--- src/sswp_pkg.sv ---
// sswp_pkg: shared types and constants of the square-sum window pyramid
// no dependencies
`timescale 1ns / 1ps
`default_nettype none
package sswp_pkg;

  localparam int LEVEL_W    = 3;   // result level field
  localparam int POS_W      = 10;  // result row and column fields
  localparam int SUM_W      = 30;  // result square sum field
  localparam int PIXEL_W    = 8;   // input pixel field
  localparam int CFG_IDX_W  = 2;
  localparam int CFG_DATA_W = 11;
  localparam int LVLCNT_W   = 4;

  localparam logic [CFG_DATA_W-1:0] FRAME_ROWS_RST  = 11'd1024;
  localparam logic [CFG_DATA_W-1:0] FRAME_COLS_RST  = 11'd1024;
  localparam logic [LVLCNT_W-1:0]   LEVEL_COUNT_RST = 4'd8;

  typedef enum logic [CFG_IDX_W-1:0] {
    CFG_FRAME_ROWS  = 2'd0,
    CFG_FRAME_COLS  = 2'd1,
    CFG_LEVEL_COUNT = 2'd2
  } cfg_reg_t;

  // control of one level pass, sequencer to accumulator
  typedef struct packed {
    logic               valid;
    logic [LEVEL_W-1:0] level;
    logic               has_up;    // row r - 2^k lies in the frame
    logic               row_zero;  // first row, column sum starts fresh
    logic               col_zero;  // first column, row sum starts fresh
    logic               has_left;  // column c - 2^k lies in the frame
    logic               emit;      // window fits and level is enabled
    logic               last;      // final result of this pixel
  } issue_ctl_t;

endpackage
`default_nettype wire

--- src/sswp_acc.sv ---
// sswp_acc: column-sum update and per-level row window sums, two stages
// depends on sswp_pkg
`timescale 1ns / 1ps
`default_nettype none
module sswp_acc #(
  parameter int MAX_LEVELS = 8,
  parameter int SQ_W       = 16,
  parameter int CS_W       = 23,
  parameter int RS_W       = 30,
  parameter int CS_AW      = 13
) (
  input  wire logic                          clk,
  input  wire logic                          rst_n,
  input  wire logic                          adv,
  input  wire sswp_pkg::issue_ctl_t          ctl_i,
  input  wire logic [SQ_W-1:0]               sq_i,
  input  wire logic [sswp_pkg::POS_W-1:0]    top_row_i,
  input  wire logic [sswp_pkg::POS_W-1:0]    left_col_i,
  input  wire logic [CS_AW-1:0]              cs_addr_i,
  input  wire logic [SQ_W-1:0]               ls_q,
  input  wire logic [CS_W-1:0]               csa_q,
  input  wire logic [CS_W-1:0]               csb_q,
  output logic                               cs_we,
  output logic      [CS_AW-1:0]              cs_waddr,
  output logic      [CS_W-1:0]               cs_wdata,
  output logic                               res_valid,
  output logic      [sswp_pkg::LEVEL_W-1:0]  res_level,
  output logic      [sswp_pkg::POS_W-1:0]    res_top_row,
  output logic      [sswp_pkg::POS_W-1:0]    res_left_col,
  output logic      [sswp_pkg::SUM_W-1:0]    res_sum,
  output logic                               res_last
);
  import sswp_pkg::*;

  localparam int LVL_W = (MAX_LEVELS > 1) ? $clog2(MAX_LEVELS) : 1;

  issue_ctl_t        s1_ctl_r, s2_ctl_r;
  logic [SQ_W-1:0]   s1_sq_r;
  logic [CS_AW-1:0]  s1_addr_r;
  logic [POS_W-1:0]  s1_top_r, s1_left_r, s2_top_r, s2_left_r;
  logic [CS_W-1:0]   s2_cs_r, s2_old_r;
  logic [RS_W-1:0]   rws_r [MAX_LEVELS];

  logic [SQ_W-1:0]   old_sq;
  logic [CS_W-1:0]   old_cs, new_cs, old_col;
  logic [RS_W-1:0]   base, rws_nxt;
  logic [LVL_W-1:0]  s2_idx;

  always_ff @(posedge clk) begin
    if (!rst_n) begin
      s1_ctl_r <= '0;
      s2_ctl_r <= '0;
    end else if (adv) begin
      s1_ctl_r <= ctl_i;
      s2_ctl_r <= s1_ctl_r;
    end
  end

  always_ff @(posedge clk) begin
    if (adv) begin
      s1_sq_r   <= sq_i;
      s1_addr_r <= cs_addr_i;
      s1_top_r  <= top_row_i;
      s1_left_r <= left_col_i;
      s2_cs_r   <= new_cs;
      s2_old_r  <= old_col;
      s2_top_r  <= s1_top_r;
      s2_left_r <= s1_left_r;
    end
  end

  // stage 1: column sum over the last 2^k rows
  always_comb begin
    old_sq   = s1_ctl_r.has_up ? ls_q : '0;
    old_cs   = s1_ctl_r.row_zero ? '0 : csa_q;
    new_cs   = old_cs + CS_W'(s1_sq_r) - CS_W'(old_sq);
    old_col  = s1_ctl_r.has_left ? csb_q : '0;
    cs_we    = adv && s1_ctl_r.valid;
    cs_waddr = s1_addr_r;
    cs_wdata = new_cs;
  end

  // stage 2: running window sum along the row
  always_comb begin
    s2_idx  = s2_ctl_r.level[LVL_W-1:0];
    base    = s2_ctl_r.col_zero ? '0 : rws_r[s2_idx];
    rws_nxt = base + RS_W'(s2_cs_r) - RS_W'(s2_old_r);
  end

  always_ff @(posedge clk) begin
    if (adv && s2_ctl_r.valid) begin
      rws_r[s2_idx] <= rws_nxt;
    end
  end

  assign res_valid    = s2_ctl_r.valid && s2_ctl_r.emit;
  assign res_level    = s2_ctl_r.level;
  assign res_top_row  = s2_top_r;
  assign res_left_col = s2_left_r;
  assign res_sum      = SUM_W'(rws_nxt);
  assign res_last     = s2_ctl_r.last;

endmodule
`default_nettype wire

--- config.mk ---
export PLATFORM = sky130hd
export DESIGN_NAME = sswp_acc
export DESIGN_NICKNAME = d
export VERILOG_FILES = /design/src/sswp_pkg.sv /design/src/sswp_acc.sv
export SDC_FILE = /design/constraint.sdc
export NUM_CORES = 1
export LEC_CHECK = 0
export ABC_CLOCK_PERIOD_IN_PS = 6560
export BUFFER_PORTS_ARGS = -buffer_cell sky130_fd_sc_hd__buf_2
export CAP_MARGIN = 40
export CORE_MARGIN = 4
export CORE_UTILIZATION = 55
export CTS_CLUSTER_DIAMETER = 150
export CTS_CLUSTER_SIZE = 14
export DETAILED_ROUTE_END_ITERATION = 7
export GPL_TIMING_DRIVEN = 0
export PLACE_DENSITY = 0.76
export SYNTH_ARGS = -nofsm -noshare
export SYNTH_HDL_FRONTEND = slang
export SYNTH_SLANG_ARGS = --single-unit
--- constraint.sdc ---
create_clock -name clk -period 6.56 [get_ports clk]
set_clock_uncertainty 0.15 [all_clocks]
set_input_delay 1.312 -clock clk [delete_from_list [all_inputs] [get_ports clk]]
set_output_delay 1.312 -clock clk [all_outputs]
set_load 0.01 [all_outputs]
### Yosys cells after proc, flatten, opt, wreduce, memory -nomap -nowiden

Memories as Yosys holds them, arrays and structs flattened. A register that Yosys moved wholly into a read port is not among the register bits.
Index checks and enable logic that the tools add are counted.

* register bits: 132
* RAM bits: 240
* input port bits: 124
* output and inout bits: 92
* memories: 1

Memory list
* rws_r: words 8, width 30, read ports 1, clocked after Yosys merged registers in 1, write ports 1, RTL line sswp_acc.sv:42 `logic [RS_W-1:0] rws_r [MAX_LEVELS];`

* $add $sub $neg: 4
* mux-type cells: 7
* reductions and logical operators: 3

Operator list (number)
* 30-bit by 23-bit adder with 30-bit output: 1
* 30-bit two-way mux: 1
* 30-bit by 23-bit subtractor with 30-bit output: 1
* 23-bit by 16-bit adder with 23-bit output: 1
* 23-bit two-way mux: 1
* 23-bit by 16-bit subtractor with 23-bit output: 1
* 16-bit two-way mux: 1
* 3-bit two-way mux: 2
* 1-bit logical AND: 3
* 1-bit two-way mux: 2

### Depth between registers and ports, before layout

Gate-level depths: netlist of the first run.

* word-level depth: 3
* depth in mapped cells: 18
* mapped depth without buffers: 15

### Least setup slack after synthesis of the first run

No wires, ideal clock.

* path type: reg2out
* start point: register (tool-made name)
* end point: output res_sum[22] (netlist bit)
* data arrival time: 4273 ps
* required time: 5098 ps
* setup slack: 825 ps
* cell stages (with the launch flop): 16
* path through: dfxtp_1 > buf_2 > buf_2 > buf_4 > mux4_2 > mux2i_1 > or2_2 > fa_1 > fa_1 > and2b_1 > o211ai_2 > a31oi_2 > o31ai_1 > or3_1 > a211oi_2 > xor2_1

RTL lines
* to (decl): RTL line sswp_acc.sv:30 `output logic [sswp_pkg::SUM_W-1:0] res_sum,`

==> tab_implementation.tex, run 1 <==
\begin{tabular}{lr}
\hline
Metric & Value \\
\hline
\multicolumn{2}{l}{\textbf{Outcome}} \\
Run status & finished clean \\
\multicolumn{2}{l}{\textbf{Power and ir drop}} \\
Worst VDD drop & about 0.23 mV \\
Power consumption & around 7.9 mW \\
Pwr dens & between 300 and 400 nW/um\^{}2 \\
Static power due to leakage & 8.035 nW \\
\multicolumn{2}{l}{\textbf{Placed design}} \\
Count of buffers inserted at the top-level ports & around 220 \\
Dpl ws & -0.4207 ns \\
Placer's final routability congestion estimate & approximately 0.9 \\
HPWL Detailed & between 20000 and 30000 um \\
Placed Instance Area & about 20000 sq um \\
\multicolumn{2}{l}{\textbf{Min path}} \\
Class of the tightest hold or removal check & reg -> reg \\
Cell count of the worst hold path & 0 \\
Endpoint of the worst hold-timing path & res\_top\_row[7] \\
Worst Hold Launch & s1\_top\_r[7] \\
\multicolumn{2}{l}{\textbf{Job}} \\
Max-cap violation count & 0 \\
\multicolumn{2}{l}{\textbf{Yosys}} \\
Post-synthesis net count & 1399 \\
Synth warnings & 0 \\
Post-Syn Area & between 15000 and 20000 sq um \\
Number of enable-type register cells in the synthesized netlist & between 300 and 400 \\
Register bit count reported by yosys & 375 \\
Number of distinct library cells after synthesis & 65 \\
Most used flip-flop cell after synthesis & edfxtp\_1 \\
Synthesized netlist cell count & about 1200 \\
Post-synthesis sequential area ratio & between 60\% and 70\% \\
Share of flip-flops with an asynchronous set or reset & 0\% \\
Mean instance size in the synthesized netlist & approximately 15 sq um \\
\multicolumn{2}{l}{\textbf{Global routing}} \\
Antenna violations before repair & 3 \\
Wire length of the first global-routing pass & about 62000 um \\
Total GRT Usage & between 20\% and 30\% \\
Via count of the first global-routing pass & 10990 \\
GRT Residual Overflow & 0 \\
Maximum number of pins on one net before global-route repair & 66 \\
\multicolumn{2}{l}{\textbf{Routing}} \\
Drt drc & 0 \\
DR WL met2 & between 20000 and 25000 um \\
Number of detailed-route iterations in the first pass & 5 \\
Met1 wire length & between 15000 and 20000 um \\
Aggregate routed wire length & around 40000 um \\
Final routed wire length divided by cell count & 21.34 um \\
Via count & about 11000 \\
Via-per-instance ratio & 5.616 \\
Number of violations reported at the end of detailed-routing iteration 0 & around 760 \\
WL met3 & roughly 3400 um \\
Top layer reached by signal wires & met5 \\
Routed Antenna Nets & 0 \\
\multicolumn{2}{l}{\textbf{Die}} \\
Core box area & between 30000 and 40000 sq um \\
Standard-cell rows & 65 \\
Full die area & 35180 sq um \\
Initial Utilization & roughly 56\% \\
Chip width & around 190 um \\
Chip height & 187.6 um \\
Count of pins on the block boundary & approximately 220 \\
\multicolumn{2}{l}{\textbf{STA}} \\
Max-slew violation count & 0 \\
Setup violation total in the final timing report & 0 \\
Worst hold margin & around 0.26 ns \\
Worst max-slew margin expressed relative to the limit & about 42\% \\
Smallest setup slack after layout & 0.1475 ns \\
Least-Margin Pin Slew & between 0.8 and 0.9 ns \\
Final TNS setup & 0 ns \\
RSZ-0062 raised after global routing & yes \\
Fmax & roughly 160 MHz \\
Final period utilization & 97.75\% \\
Crit path time final & between 6 and 7 ns \\
Total count of hold-check failures in the final report & 0 \\
\multicolumn{2}{l}{\textbf{CTS}} \\
TritonCTS clock tree & yes \\
TritonCTS sink count & between 300 and 400 \\
Clock tree root buffer cell & clkbuf\_16 \\
Clock latency on the worst-skew pair & $\sim$0.57 ns \\
\# H-tree levels & 1 \\
Clock slew at reported path FFs & about 0.07 ns \\
Maximum buffer depth of the clock tree & 3 \\
Total clock buffers created by CTS & 30 \\
\multicolumn{2}{l}{\textbf{Setup path}} \\
Arr. time, crit path & 4.95 ns \\
Register-to-Register Path Depth & 17 \\
Register-to-register setup slack & around 1.8 ns \\
Critical Path Fanout Max & 10 \\
Critical Path End Type & output pin \\
Worst reg2reg path endpoint & rws\_r[0][22] \\
Crit path required time & between 5 and 6 ns \\
Critical path launch point type & flop \\
Worst setup path category & reg -> out \\
\multicolumn{2}{l}{\textbf{Layout}} \\
Number of filler instances in the final layout & 2222 \\
Sequential standard cell area & 11060 sq um \\
Post-synthesis to final-layout area growth & 17.54\% \\
Share of post-route cells with drive strength above 1 & between 20 and 30\% \\
Footprint of the multi-input gates & just over 6000 sq um \\
Layout Nets & roughly 1700 \\
Antenna Diode Count & 0 \\
Finished Cell Area & 20840 sq um \\
\hline
\end{tabular}
[through the flow]
stage / cells / utilization, %
after floorplan: 1183 / -
after global placement: 1800 / 60.88
after detailed placement: 1813 / 61.81
after CTS: 1868 / 65.27
after global routing: 1872 / 65.71
final: 1872 / 65.71
[cells by family (layout without fill, tap and decap cells)]
logic type | count (synthesis) | after routing | share of synthesized area (%)
AOI/OAI and AO/OA | 153 | 153 | 5.921
xor gates and xnor gates | 48 | 48 | 2.371
adders and majority gates | 92 | 92 | 8.143
buffers and inverters | 178 | 465 | 4.015
DFF | 375 | 375 | 62.38
muxes | 100 | 100 | 9.879
and+or+nand+nor | 237 | 237 | 7.290
[critical path, cell delays in order (launching register included)]
cell	delay, ns
dfxtp_2	0.41
buf_4	0.23
buf_2	0.33
mux4_2	0.26
mux2i_1	0.06
or2_2	0.29
fa_1	0.49
inv_1	0.04
ha_1	0.26
buf_2	0.20
and2_1	0.21
nand4_1	0.15
o41ai_2	0.47
nand3_1	0.20
o211a_1	0.35
xnor2_4	0.23
buf_2	0.19
[routing by layer]
metal / vias to the layer above / global-route usage (%)
li1: 4855 / -
met1: 5200 / 28.94
met2: 392 / 39.00
met3: 61 / 5.789
met4: 6 / 5.364
met5: - / 0
[cell usage after synthesis (all sizes together) (20+ instances only)]
cell	number	area [sq um]
mux4	60	1351
o21ai	25	128.9
dfxtp	20	400.4
a21oi	52	275.3
nor2	33	123.9
a21o	25	188.9
nand2b	34	212.7
buf	22	126.4
xnor2	30	262.8
nor2b	21	131.4
clkbuf	20	75.07
edfxtp	355	10660
inv	136	510.5
and2	46	290.3
nand2	37	138.9
mux2i	40	400.4
or2	24	150.1
fa	39	780.8
ha	53	663.1
[flip-flops by register name (all words and copies together) (netlist names), named ones only]
name and count:
res_top_row 10, s1_top_r 10, cs_waddr 13, s2_cs_r 23, s2_ctl_r 3, res_level 3
s1_left_r 10, s2_old_r 23, res_last 1, res_left_col 10, s1_ctl_r 10, s1_sq_r 16
rws_r 240
[cell usage in the layout (no fill, tap or decap), drive strengths merged, types with 21 or more instances in the layout]
cell	Yosys	layout
inv	136	136
and2	46	46
edfxtp	355	355
nor2b	21	21
a21o	25	25
or2	24	24
nor2	33	33
nand2b	34	34
buf	22	264
ha	53	53
mux2i	40	40
a21oi	52	52
nand2	37	37
mux4	60	60
o21ai	25	25
clkbuf	20	63
fa	39	39
xnor2	30	30
[layout make-up]
type                    count  area share [%]
clock buffers              43           3.836
well taps                 402           2.413
repair buffers            242           6.820
clock inverters             2          0.1021
plain buffers              42           1.363
multi-input cells         630           29.94
inverters                 136           2.449
flip-flops and latches    375           53.08
[power breakdown]
part           switching [mW]  total [mW]  internal (mW)
Sequential             0.0361        3.34           3.30
Clock                   0.783        1.62          0.836
Combinational            1.88        2.90           1.02
[repair_timing]
action,in CTS,in global routing
hold endpoints to repair,0,0
setup buffers,10,4
gates resized for setup,44,20
hold buffers,0,0
pin swaps,7,7
setup endpoints to repair,24,19
[worst max path at each step]
stage / start / depth (start not counted) / endpoint
global placement: adv / 4 / rws_r[5][13]
CTS: flop / 18 / res_sum[28]
detailed placement: flop / 16 / res_sum[29]
global route: flop / 18 / res_sum[28]
floorplan: flop / 15 / res_sum[22]
finish: flop / 16 / res_sum[27]
Power figures use the tool's default switching activity.
==> inputs of run 2 (changes only) <==
Settings changed: CTS_BUF_LIST from default to sky130_fd_sc_hd__clkbuf_4 sky130_fd_sc_hd__clkbuf_8.
==> tab_implementation.tex, run 2 (synthesis results as in run 1) <==
\begin{tabular}{lr}
\hline
Metric & Value \\
\hline
\multicolumn{2}{l}{\textbf{Placed design}} \\
HPWL Detailed & 28980 um (unchanged) \\
Placer's final routability congestion estimate & 0.9233 (unchanged) \\
Placed Instance Area & 19610 sq um (unchanged) \\
Count of buffers inserted at the top-level ports & 215 (unchanged) \\
\multicolumn{2}{l}{\textbf{Layout}} \\
Leading registers by flop count & rws\_r: 240 flops, s2\_cs\_r: 23 flops, s2\_old\_r: 23 flops (unchanged) \\
Number of filler instances in the final layout & 2243 (was 2222) \\
Finished Cell Area & 20640 sq um (was 20840 sq um) \\
Antenna Diode Count & 0 (unchanged) \\
Register containing the most flip-flops in the final layout & rws\_r (unchanged) \\
Highest-count cells in the layout ignoring fill and taps & 355 x edfxtp\_1, 217 x buf\_2, 136 x inv\_1 (was 355 x edfxtp\_1, 219 x buf\_2, 136 x inv\_1) \\
Post-synthesis to final-layout area growth & 16.42\% (was 17.54\%) \\
Most frequent standard cell in the layout excluding fill and tap cells & edfxtp\_1 (unchanged) \\
Flip-flop count of the largest register, all copies and words added & 240 (unchanged) \\
Layout Nets & 1677 (was 1673) \\
Share of post-route cells with drive strength above 1 & 31.07\% (was 29.32\%) \\
Final core occ & 65.08\% (was 65.71\%) \\
\multicolumn{2}{l}{\textbf{Setup path}} \\
Critical path launch point type & flop (unchanged) \\
Worst setup path category & reg -> out (unchanged) \\
Register-to-Register Path Depth & 17 (unchanged) \\
Crit path required time & 5.10 ns (about the same) \\
Arr. time, crit path & 4.95 ns (about the same) \\
Critical Path End Type & output pin (unchanged) \\
Critical Path Fanout Max & 10 (unchanged) \\
\multicolumn{2}{l}{\textbf{CTS}} \\
Maximum buffer depth of the clock tree & 3 (unchanged) \\
Clock tree root buffer cell & clkbuf\_8 (was clkbuf\_16) \\
Clock latency on the worst-skew pair & 0.60 ns (was 0.57 ns) \\
TritonCTS clock tree & yes (unchanged) \\
\# H-tree levels & 1 (unchanged) \\
Total of hold buffers inserted after clock tree synthesis & 0 (unchanged) \\
Total clock buffers created by CTS & 30 (unchanged) \\
TritonCTS sink count & 375 (unchanged) \\
Clock slew at reported path FFs & 0.10 ns (was 0.07 ns) \\
\multicolumn{2}{l}{\textbf{Global routing}} \\
Maximum number of pins on one net before global-route repair & 66 (unchanged) \\
GRT Residual Overflow & 0 (unchanged) \\
Total GRT Usage & 22.23\% (was 22.55\%) \\
Wire length of the first global-routing pass & 61330 um (was 62000 um) \\
Antenna violations before repair & 3 (unchanged) \\
Top Usage Layer GRT & met2 (unchanged) \\
Met2 capacity usage during global routing & 38.32\% (was 39.00\%) \\
Global Route met1 Usage & 28.58\% (was 28.94\%) \\
Via count of the first global-routing pass & 11000 (was 10990) \\
Met3 routing resource usage after global routing & 5.678\% (was 5.789\%) \\
\multicolumn{2}{l}{\textbf{STA}} \\
Final period utilization & 97.77\% (was 97.75\%) \\
Crit path time final & 6.414 ns (was 6.412 ns) \\
RSZ-0062 raised after global routing & yes (unchanged) \\
Worst max-slew margin expressed relative to the limit & 43.22\% (was 42.29\%) \\
Total count of hold-check failures in the final report & 0 (unchanged) \\
Setup violation total in the final timing report & 0 (unchanged) \\
Worst hold margin & 0.2586 ns (was 0.2644 ns) \\
Least-Margin Pin Slew & 0.8456 ns (was 0.8595 ns) \\
Fmax & 155.9 MHz (about the same) \\
Max-slew violation count & 0 (unchanged) \\
\multicolumn{2}{l}{\textbf{Power and ir drop}} \\
Switching pwr & 2.655 mW (was 2.701 mW) \\
Switch share & 35.44\% (was 34.39\%) \\
Portion of total power attributed to sequential cells & 44.5\% (was 42.5\%) \\
Worst VDD drop & 0.2480 mV (was 0.2328 mV) \\
Internal power & 4.836 mW (was 5.155 mW) \\
Proportion of power drawn by combinational gates & 39.3\% (was 36.9\%) \\
Static power due to leakage & 7.947 nW (was 8.035 nW) \\
Pwr dens & 362.9 nW/um\^{}2 (was 377.0 nW/um\^{}2) \\
Clock power frac & 16.2\% (was 20.6\%) \\
\multicolumn{2}{l}{\textbf{Routing}} \\
Routed Antenna Nets & 0 (unchanged) \\
Number of detailed-route iterations in the first pass & 5 (unchanged) \\
Drt drc & 0 (unchanged) \\
Via-per-instance ratio & 5.620 (was 5.616) \\
Number of violations reported at the end of detailed-routing iteration 0 & 754 (was 759) \\
Aggregate routed wire length & 39350 um (was 39950 um) \\
Final routed wire length divided by cell count & 20.97 um (was 21.34 um) \\
Via count & 10540 (was 10510) \\
\multicolumn{2}{l}{\textbf{Job}} \\
Max-cap violation count & 0 (unchanged) \\
\multicolumn{2}{l}{\textbf{Min path}} \\
Class of the tightest hold or removal check & reg -> reg (unchanged) \\
Worst Hold Launch & s1\_top\_r[7] (unchanged) \\
Cell count of the worst hold path & 0 (unchanged) \\
\multicolumn{2}{l}{\textbf{Die}} \\
Chip height & 187.6 um (unchanged) \\
Core box area & 31720 sq um (unchanged) \\
Standard-cell rows & 65 (unchanged) \\
Full die area & 35180 sq um (unchanged) \\
Chip width & 187.6 um (unchanged) \\
Initial Utilization & 55.90\% (unchanged) \\
Count of pins on the block boundary & 216 (unchanged) \\
\multicolumn{2}{l}{\textbf{Outcome}} \\
Run status & finished clean (unchanged) \\
\hline
\end{tabular}
[run 2: cell count changes in the layout (fill, tap and decap cells not counted), moves of 3 or more]
cell | previous run | this run
clkbuf_8 | 0 | 30
buf_4 | 26 | 30
clkbuf_1 | 30 | 17
ha_1 | 53 | 49
ha_2 | 0 | 3
clkbuf_16 | 30 | 0
clkbuf_4 | 3 | 16
[run 2: stage by stage]
stage	instances	TNS, ns	total power, mW	setup WS (ns)
after floorplan	1183	0	5.042	0.8251
after global placement	1800	-154.77	5.942	-1.835
after detailed placement	1813	-2.517	6.036	-0.4207
after CTS	1868	0	7.392	0.003832
after global routing	1876	-0.1759	7.939	-0.05373
final	1876	0	7.491	0.1461
[run 2: worst max-delay path, cell delays in order, from the launching register on]
cell and delay (ns):
dfxtp_2 0.42, buf_4 0.24, buf_4 0.26, mux4_2 0.22, mux2i_1 0.06, or2_2 0.33
fa_1 0.49, inv_1 0.04, ha_2 0.34, o21ai_1 0.11, o21ai_2 0.22, buf_4 0.15
a21oi_2 0.08, o41ai_2 0.44, nand3_1 0.24, o211a_4 0.34, xnor2_4 0.19, buf_2 0.19
[run 2: layer usage]
metal | up-vias | wire length (um)
li1 | 4852 | -
met1 | 5221 | 15250
met2 | 397 | 19750
met3 | 68 | 3287
met4 | 6 | 1019
met5 | - | 47
[run 2: power groups by stage]
stage	Sequential [mW]	Combinational [mW]	Clock (mW)
6_report	3.34	2.94	1.21
3_3_place_gp	3.39	2.55	0
5_1_grt	3.35	3.24	1.35
4_1_cts	3.34	2.81	1.24
2_1_floorplan	3.39	1.66	0
3_5_place_dp	3.40	2.64	0
[run 2: what timing repair did]
| action | 4_1_cts | 5_1_grt |
|---|---|---|
| setup endpoints to repair | 24 | 19 |
| gates cloned | 0 | 0 |
| buffers inserted | 10 | 8 |
| gates resized for setup | 46 | 35 |
| pin swaps | 8 | 5 |
[run 2: path summary, 6_finish.rpt]
| check | endpoint | slack, ns |
|---|---|---|
| setup / recovery | res_sum[27] | 0.15 |
| hold / removal | res_top_row[7] | 0.26 |
| setup reg to reg | rws_r[1][28] | 1.87 |
| hold reg to reg | res_top_row[7] | 0.26 |
[run 2: area by class of cell]
class | instances | area, sq um | area share, %
clock inverters | 2 | 13.76 | 0.06667
inverters | 136 | 510.5 | 2.473
plain buffers | 42 | 301.5 | 1.461
flip-flops and latches | 375 | 11060 | 53.59
repair buffers | 246 | 1451 | 7.031
multi-input cells | 630 | 6290 | 30.47
clock buffers | 43 | 510.5 | 2.473
well taps | 402 | 503.0 | 2.437
